$ cat src/rtl/core/kfsi_pkg.sv
// Shared types, widths and constants for the keyframe size interpolator.
// No dependencies; compile first.
package kfsi_pkg;

   // Field widths
   localparam int AGE_W      = 24;
   localparam int LIFE_W     = 25;
   localparam int TIME_W     = 16;
   localparam int SIZE_W     = 16;

   // Keys: storage always holds KEY_COUNT, NUM_KEYS of them take part (2..4)
   localparam int KEY_COUNT  = 4;
   localparam int NUM_KEYS   = 4;
   localparam int KEY_IDX_W  = $clog2(KEY_COUNT);

   // Divider: one quotient bit per stage
   localparam int DIV_STEPS  = 16;
   localparam int QUOT_W     = DIV_STEPS;
   localparam int DIV_W      = 25;

   // Interpolation products
   localparam int PROD_W     = SIZE_W + TIME_W;
   localparam int NUM_W      = PROD_W + 1;

   // Register port
   localparam int CSR_IDX_W  = 4;
   localparam int CSR_DATA_W = 16;

   typedef enum logic [CSR_IDX_W-1:0] {
      REG_KEY_TIME_A = 4'd0,
      REG_KEY_TIME_B = 4'd1,
      REG_KEY_TIME_C = 4'd2,
      REG_KEY_TIME_D = 4'd3,
      REG_KEY_SIZE_A = 4'd4,
      REG_KEY_SIZE_B = 4'd5,
      REG_KEY_SIZE_C = 4'd6,
      REG_KEY_SIZE_D = 4'd7
   } kfsi_reg_type;

   localparam logic [KEY_COUNT-1:0][TIME_W-1:0] KEY_TIME_RESET =
      {16'd32768, 16'd21845, 16'd10923, 16'd0};
   localparam logic [KEY_COUNT-1:0][SIZE_W-1:0] KEY_SIZE_RESET =
      {16'd256, 16'd256, 16'd256, 16'd256};

   typedef struct packed {
      logic [KEY_COUNT-1:0][TIME_W-1:0] key_time;
      logic [KEY_COUNT-1:0][SIZE_W-1:0] key_size;
   } kfsi_keys_type;

   // Sideband that rides along with each item through the dividers
   typedef struct packed {
      logic              overrun;
      logic              size_valid;
      logic              bypass_en;
      logic [QUOT_W-1:0] bypass_val;
   } kfsi_tag_type;

endpackage

$ cat src/rtl/core/kfsi_lerp.sv
// Key search and weighted sum: bracket/select, multiply, add, then divider setup.
// Depends on kfsi_pkg.
module kfsi_lerp (
   input  logic                         clock,
   input  logic                         reset,
   input  logic                         adv,
   input  logic                         in_valid,
   input  logic [kfsi_pkg::QUOT_W-1:0]  in_t,
   input  kfsi_pkg::kfsi_tag_type       in_tag,
   input  kfsi_pkg::kfsi_keys_type      keys,
   output logic                         out_valid,
   output logic [kfsi_pkg::DIV_W-1:0]   out_rem,
   output logic [kfsi_pkg::QUOT_W-1:0]  out_low,
   output logic [kfsi_pkg::DIV_W-1:0]   out_divisor,
   output kfsi_pkg::kfsi_tag_type       out_tag
);
   import kfsi_pkg::*;

   // stage A: bracket and operand select
   logic                 found;
   logic [KEY_IDX_W-1:0] sel;
   logic [KEY_IDX_W-1:0] sel_prev;
   logic [TIME_W-1:0]    ta;
   logic [TIME_W-1:0]    tb;
   logic [SIZE_W-1:0]    sa;
   logic [SIZE_W-1:0]    sb;
   logic [TIME_W-1:0]    span_in;
   logic [TIME_W-1:0]    d_in;
   kfsi_tag_type         tag_a_in;

   logic                 vld_a_ff;
   kfsi_tag_type         tag_a_ff;
   logic [SIZE_W-1:0]    sa_ff;
   logic [SIZE_W-1:0]    sb_ff;
   logic [TIME_W-1:0]    span_a_ff;
   logic [TIME_W-1:0]    wa_ff;
   logic [TIME_W-1:0]    wb_ff;

   // stage B: products
   logic                 vld_b_ff;
   kfsi_tag_type         tag_b_ff;
   logic [TIME_W-1:0]    span_b_ff;
   logic [PROD_W-1:0]    prod_a_ff;
   logic [PROD_W-1:0]    prod_b_ff;

   // stage C: sum
   logic                 vld_c_ff;
   kfsi_tag_type         tag_c_ff;
   logic [TIME_W-1:0]    span_c_ff;
   logic [NUM_W-1:0]     num_ff;

   always_comb begin
      found = 1'b0;
      sel   = KEY_IDX_W'(1);
      for (int i = 1; i < NUM_KEYS; i++) begin
         if (!found && (keys.key_time[i] >= in_t)) begin
            found = 1'b1;
            sel   = KEY_IDX_W'(i);
         end
      end
      sel_prev = sel - 1'b1;
      ta       = keys.key_time[sel_prev];
      tb       = keys.key_time[sel];
      sa       = keys.key_size[sel_prev];
      sb       = keys.key_size[sel];
      span_in  = tb - ta;
      d_in     = in_t - ta;

      tag_a_in            = in_tag;
      tag_a_in.size_valid = found;
      tag_a_in.bypass_en  = 1'b1;
      tag_a_in.bypass_val = '0;
      if (!found) begin
         tag_a_in.bypass_val = '0;
      end else if (tb <= ta) begin
         tag_a_in.bypass_val = sb;      // flat or descending segment
      end else if (in_t <= ta) begin
         tag_a_in.bypass_val = sa;      // before the segment, no extrapolation
      end else begin
         tag_a_in.bypass_en  = 1'b0;
      end
   end

   always_ff @(posedge clock) begin
      if (reset) begin
         vld_a_ff <= 1'b0;
         vld_b_ff <= 1'b0;
         vld_c_ff <= 1'b0;
      end else if (adv) begin
         vld_a_ff <= in_valid;
         vld_b_ff <= vld_a_ff;
         vld_c_ff <= vld_b_ff;
      end
   end

   always_ff @(posedge clock) begin
      if (adv) begin
         tag_a_ff  <= tag_a_in;
         sa_ff     <= sa;
         sb_ff     <= sb;
         span_a_ff <= span_in;
         wa_ff     <= span_in - d_in;
         wb_ff     <= d_in;

         tag_b_ff  <= tag_a_ff;
         span_b_ff <= span_a_ff;
         prod_a_ff <= PROD_W'(sa_ff) * PROD_W'(wa_ff);
         prod_b_ff <= PROD_W'(sb_ff) * PROD_W'(wb_ff);

         tag_c_ff  <= tag_b_ff;
         span_c_ff <= span_b_ff;
         num_ff    <= NUM_W'(prod_a_ff) + NUM_W'(prod_b_ff);
      end
   end

   // quotient fits QUOT_W bits, so the top part of num is below span
   assign out_valid   = vld_c_ff;
   assign out_rem     = DIV_W'(num_ff[NUM_W-1:QUOT_W]);
   assign out_low     = num_ff[QUOT_W-1:0];
   assign out_divisor = DIV_W'(span_c_ff);
   assign out_tag     = tag_c_ff;

endmodule

$ cat config.mk
export PLATFORM = sky130hd
export DESIGN_NAME = kfsi_lerp
export DESIGN_NICKNAME = d
export VERILOG_FILES = /design/src/rtl/core/kfsi_pkg.sv /design/src/rtl/core/kfsi_lerp.sv
export SDC_FILE = /design/constraint.sdc
export NUM_CORES = 2
export LEC_CHECK = 0
export BUFFER_PORTS_ARGS = -buffer_cell sky130_fd_sc_hd__buf_2
export CAP_MARGIN = 20
export CORE_MARGIN = 5
export CORE_UTILIZATION = 40
export DETAILED_ROUTE_END_ITERATION = 7
export GPL_TIMING_DRIVEN = 0
export PLACE_DENSITY = 0.58
export SYNTH_ARGS = -nofsm -noshare
export SYNTH_HDL_FRONTEND = slang
export SYNTH_SLANG_ARGS = --single-unit
$ cat constraint.sdc
create_clock -name clock -period 7.55 [get_ports clock]
set_input_delay 1.51 -clock clock [delete_from_list [all_inputs] [get_ports clock]]
set_output_delay 1.51 -clock clock [all_outputs]
set_load 0.05 [all_outputs]
# Word-level counts from Yosys, hierarchy flattened

Index checks and enable logic that the tools add are counted.

$add $sub $neg: 5
Multiply operators: 2
Magnitude comparators: 7
Mux-type cells: 16
Bitwise gates (word level): 1
Reduce and logical (&&, ||, !) cells: 5

Operator list:

| cell                                                                  | count |
|---|---|
| 16-bit binary-select mux with 2-bit select                            | 4 |
| 16-bit two-way mux                                                    | 6 |
| 16-bit by 16-bit multiplier with 32-bit output                        | 2 |
| 16-bit greater-or-equal comparator                                    | 3 |
| 16-bit subtractor                                                     | 3 |
| 32-bit by 32-bit adder with 33-bit output                             | 1 |
| 16-bit less-or-equal comparator                                       | 2 |
| 2-bit by 3-bit < comparator with 1-bit output (second input constant) | 2 |
| 1-bit two-way mux                                                     | 4 |
| 2-bit two-way mux                                                     | 2 |
| 1-bit logical AND                                                     | 2 |
| 1-bit logical NOT                                                     | 2 |
| 2-bit OR reduction                                                    | 1 |
| 2-bit by 1-bit subtractor with 2-bit output (second input constant)   | 1 |
| 1-bit NOT                                                             | 1 |

Bits in registers: 269
Bits of input ports: 167
Output and inout bits: 86

# Depth between registers and ports, before layout

Depth after elaboration: 14
Mapped depth: 33
Mapped depth without buffers: 31

# Least setup slack after synthesis

OpenSTA, ideal clock, no wires.

Kind: in2reg
Start point: input port in_t[14] in the netlist's numbering
End point: register wa_ff[15], data pin
Setup time: 0.261 ns
Arrival: 7.829 ns
Data required time: 7.289 ns
Path slack: -0.540 ns
Stages: 32
Buffers on the path: 4
Cells stage by stage: inv_1 ha_1 nand4_1 nor3_2 or4b_1 buf_2 and3_4 buf_6 nor2_1 clkbuf_1 clkbuf_1 mux2i_1 o21ai_0 ha_1 nor2_1 and3_1 a221oi_1 a21oi_1 a21oi_1 xnor2_1 ha_1 nor2b_1 o21ai_0 nand2_1 maj3_2 o31ai_1 and3_1 o31ai_4 a2111oi_4 a2111oi_2 a211oi_2 xnor2_1

Cells in the longest elaborated chain, start to end: 13

Ends and longest elaborated chain:

| item                                        | RTL line         | text |
|---|---|---|
| start: declaration                          | kfsi_lerp.sv:8   | `input logic [kfsi_pkg::QUOT_W-1:0] in_t,` |
| 16-bit greater-or-equal comparator          | kfsi_lerp.sv:56  | `if (!found && (keys.key_time[i] >= in_t)) begin` |
| 1-bit two-way mux                           | kfsi_lerp.sv:56  |  |
| 1-bit logical NOT                           | kfsi_lerp.sv:56  |  |
| 1-bit logical AND                           | kfsi_lerp.sv:56  |  |
| 1-bit two-way mux                           | kfsi_lerp.sv:56  |  |
| 1-bit logical NOT                           | kfsi_lerp.sv:56  |  |
| 1-bit logical AND                           | kfsi_lerp.sv:56  |  |
| 2-bit two-way mux (*)                       | kfsi_lerp.sv:56  |  |
| 2-bit by 1-bit subtractor with 2-bit output | kfsi_lerp.sv:61  | `sel_prev = sel - 1'b1;` |
| 16-bit binary-select mux with 2-bit select  | kfsi_lerp.sv:62  | `ta = keys.key_time[sel_prev];` |
| 16-bit two-way mux (not written as such)    | kfsi_lerp.sv:62  |  |
| 16-bit subtractor (*)                       | kfsi_lerp.sv:66  | `span_in = tb - ta;` |
| via span_in[3]                              | kfsi_lerp.sv:27  | `logic [TIME_W-1:0] span_in;` |
| 16-bit subtractor (*)                       | kfsi_lerp.sv:102 | `wa_ff <= span_in - d_in;` |
| end signal: assignment                      | kfsi_lerp.sv:102 |  |
| end: declaration                            | kfsi_lerp.sv:36  | `logic [TIME_W-1:0] wa_ff;` |

The timed path passes the listed nets; every way through them passes the cells marked *. The select of a mux whose other input is x is not followed.
A chain may end at the register's enable or synchronous reset.

# Worst setup path in the final report

Start point: input port keys[111] in the netlist's numbering
End point: register wa_ff[14], data pin

Cells in the longest elaborated chain, start to end: 11

Ends and longest elaborated chain:

| item                                        | RTL line         | text |
|---|---|---|
| start: declaration                          | kfsi_lerp.sv:10  | `input kfsi_pkg::kfsi_keys_type keys,` |
| 16-bit greater-or-equal comparator (*)      | kfsi_lerp.sv:56  |  |
| 1-bit logical AND (*)                       | kfsi_lerp.sv:56  |  |
| 1-bit two-way mux                           | kfsi_lerp.sv:56  |  |
| 1-bit logical NOT                           | kfsi_lerp.sv:56  |  |
| 1-bit logical AND                           | kfsi_lerp.sv:56  |  |
| 2-bit two-way mux (*)                       | kfsi_lerp.sv:56  |  |
| 2-bit by 1-bit subtractor with 2-bit output | kfsi_lerp.sv:61  |  |
| 16-bit binary-select mux with 2-bit select  | kfsi_lerp.sv:62  |  |
| 16-bit two-way mux (not written as such)    | kfsi_lerp.sv:62  |  |
| 16-bit subtractor (*)                       | kfsi_lerp.sv:66  |  |
| via span_in[10]                             | kfsi_lerp.sv:27  |  |
| 16-bit subtractor (*)                       | kfsi_lerp.sv:102 |  |

Marked as above.

==> results.json <==
{
  "outcome": "complete, no violations",
  "grt_first_pass_wirelength_um": 139000,
  "cts_tree": "built",
  "crit_required_ns": 7.87,
  "worstSkewPairLatency_ns": 0.60,
  "start_kind": "input port",
  "synthAdderAreaFrac": 0.379,
  "clock_sinks": 269,
  "whs_path_depth": 0,
  "viasPerCell": 5.06,
  "area_growth_syn_to_layout_pct": 15.5,
  "grt_usage": 0.211,
  "drc_errors": 0,
  "synthesis.area_um2": 31400,
  "synth-seq-cells": 269,
  "synthFlopType": "edfxtp_1",
  "r2r_slack_ns": 0.27,
  "fp.coreArea_um2": 77700,
  "overflow": 0,
  "yosys.area.top_type_share": 0.254,
  "cts.reportedPaths.clkPinSlew_ns": 0.06,
  "hold_viol": 0,
  "cp_max_fo": 10,
  "synth_edf_count": 266,
  "drv_slew": 0,
  "globalplace.congestion": 0.951,
  "final_common_cell": "inv_1",
  "setup_viol": 0,
  "io_buffers": 217,
  "skew_ns": 0.0229,
  "synth_xor_area_frac": 0.0346,
  "start_util": 0.404,
  "dieArea_um2": 84300,
  "finalCritPeriodShare": 0.975,
  "drtAntennaViolNets": 0,
  "fmax_mhz": 136,
  "cts_inserted_buffers": 31,
  "synth_top_family_by_area": "adder cells",
  "cp_slowest_cell": "or4b_4",
  "synth-compound-area-share": 0.0895,
  "syn_inst": 3176,
  "cpMostUsedCell": "buf_4",
  "synth_warnings": 0,
  "cts_root_buffer": "clkbuf_16",
  "firstDrtPassIters": 5,
  "min_period_ns": 7.36,
  "grt_max_degree": 121,
  "synth_cell_types": 95,
  "async_reset_ff_frac": 0,
  "ios": 253,
  "tightest_slew_ns": 1.05,
  "hold_ws_ns": 0.417,
  "dieHeight_um": 290,
  "dp_hpwl_um": 75200,
  "cts.path.max_buffers": 3,
  "avgSynthCellArea_um2": 9.90,
  "drt_iter0_markers": 1375,
  "first_global_vias": 24400,
  "yosysSeqAreaShare": 0.256,
  "max-slew-margin-rel": 0.295,
  "die_w_um": 290,
  "drive_above_1_share": 0.149,
  "cpPeakStageDelay_ns": 0.50,
  "r2r_cells": 23,
  "hp-class": "reg -> reg",
  "mostFrequentLayoutCells": "545 x inv_1, 448 x nand2_1, 390 x fa_1",
  "synth_area_leaders": "edfxtp_1 25%, fa_1 25%, ha_1 13%, inv_1 6.6%, nand2_1 5.4%",
  "end_kind": "register",
  "htree_levels": 1,
  "wire_per_inst_um": 19.6,
  "maxCapViolCount": 0,
  "yosys.area_share.simple": 0.140,
  "fill_cells": 7405,
  "synthMuxAreaShare": 0.0197,
  "crit_type": "in -> reg",
  "crit_arrival_ns": 7.68,
  "synth_top_area_cell": "edfxtp_1",
  "nets": 4384,
  "row_count": 102,
  "grt_antenna_before_repair": 0,
  "dr_total_vias": 23100,
  "wirelength_um": 89600
}
registers in the layout, indices dropped and copies added (netlist names), 19 cells and up:
register and cells:
num_ff 33, prod_a_ff 32, prod_b_ff 32, out_tag 19, tag_a_ff 19, tag_b_ff 19
cell usage after synthesis (15+ instances only):
| cell | count |
|---|---|
| o21ai_0 | 96 |
| ha_1 | 323 |
| nand3_1 | 40 |
| clkbuf_1 | 85 |
| nor3_1 | 45 |
| a21o_1 | 21 |
| and2_1 | 190 |
| o21bai_1 | 15 |
| xnor2_1 | 88 |
| a21oi_1 | 116 |
| edfxtp_1 | 266 |
| fa_1 | 390 |
| nor2_1 | 102 |
| a31oi_1 | 22 |
| nor2b_1 | 22 |
| nand2_1 | 450 |
| mux2i_1 | 62 |
| xor2_1 | 25 |
| buf_4 | 17 |
| o21a_1 | 21 |
| nand2b_1 | 16 |
| inv_1 | 551 |
per-layer routing:
| layer | up-vias | wire [um] | GRT usage |
|---|---|---|---|
| met1 | 11200 | 37200 | 0.270 |
| met4 | 0 | 4090 | 0.0846 |
| met2 | 725 | 41800 | 0.350 |
| met5 | - | 0 | 0 |
| li1 | 11000 | - | - |
| met3 | 158 | 6550 | 0.0465 |
metrics by stage:
stage | area, um2 | utilization | std cells | setup TNS [ns] | setup slack, ns
after CTS | 35600 | 0.458 | 4528 | 0 | 0.00591
final | 36300 | 0.467 | 4567 | 0 | 0.188
after floorplan | 31500 | - | 3192 | 0 | 0.0186
after detailed placement | 34000 | 0.437 | 4452 | -56.21 | -2.41
after global placement | 33900 | 0.436 | 4449 | -57.21 | -2.33
after global routing | 36300 | 0.467 | 4566 | -0.0245 | -0.0245
worst paths after layout:
| path | start | end |
|---|---|---|
| max | keys[111] | wa_ff[14] |
| min | tag_a_ff[7] | tag_b_ff[7] |
| max reg2reg | wa_ff[9] | prod_a_ff[30] |
| min reg2reg | tag_a_ff[7] | tag_b_ff[7] |
layout make-up:
type / instances / area, um2 / share of cell area
multi-input combinational: 2262 / 21500 / 0.592
sequential: 269 / 8050 / 0.222
inverter: 552 / 2090 / 0.0575
timing repair buffer: 281 / 1670 / 0.0461
tap: 1040 / 1300 / 0.0358
clock buffer: 36 / 795 / 0.0219
buffer: 107 / 653 / 0.0180
clock inverter: 19 / 236 / 0.00651
antenna: 1 / 2.50 / 0.0000689
repair_timing:
| item | CTS | global route |
|---|---|---|
| pin swaps | 28 | 40 |
| hold buffers | 0 | 0 |
| endpoints found under the setup margin | 37 | 21 |
| setup buffers | 21 | 40 |
| resized for setup | 93 | 154 |
critical path, delay by kind of cell:
kind	cells	cell delay, ns
AND/OR/NAND/NOR	8	1.94
AO/OA/AOI/OAI	7	1.50
buffers and inverters	8	1.20
adder cells (fa/ha/maj)	3	0.96
XOR/XNOR	2	0.30
multiplexers	1	0.25
kinds of logic (layout without fill, tap and decap cells):
family	Yosys count	in the layout
compound gates	415	415
xor+xnor	118	118
fa+ha+maj	718	718
buf+inv	661	995
flops	269	269
mux	62	62
other cells	1	18
simple gates	932	932
Power is not shown: default switching activity piles up to over one toggle a cycle in this logic, so the estimate is an artifact.
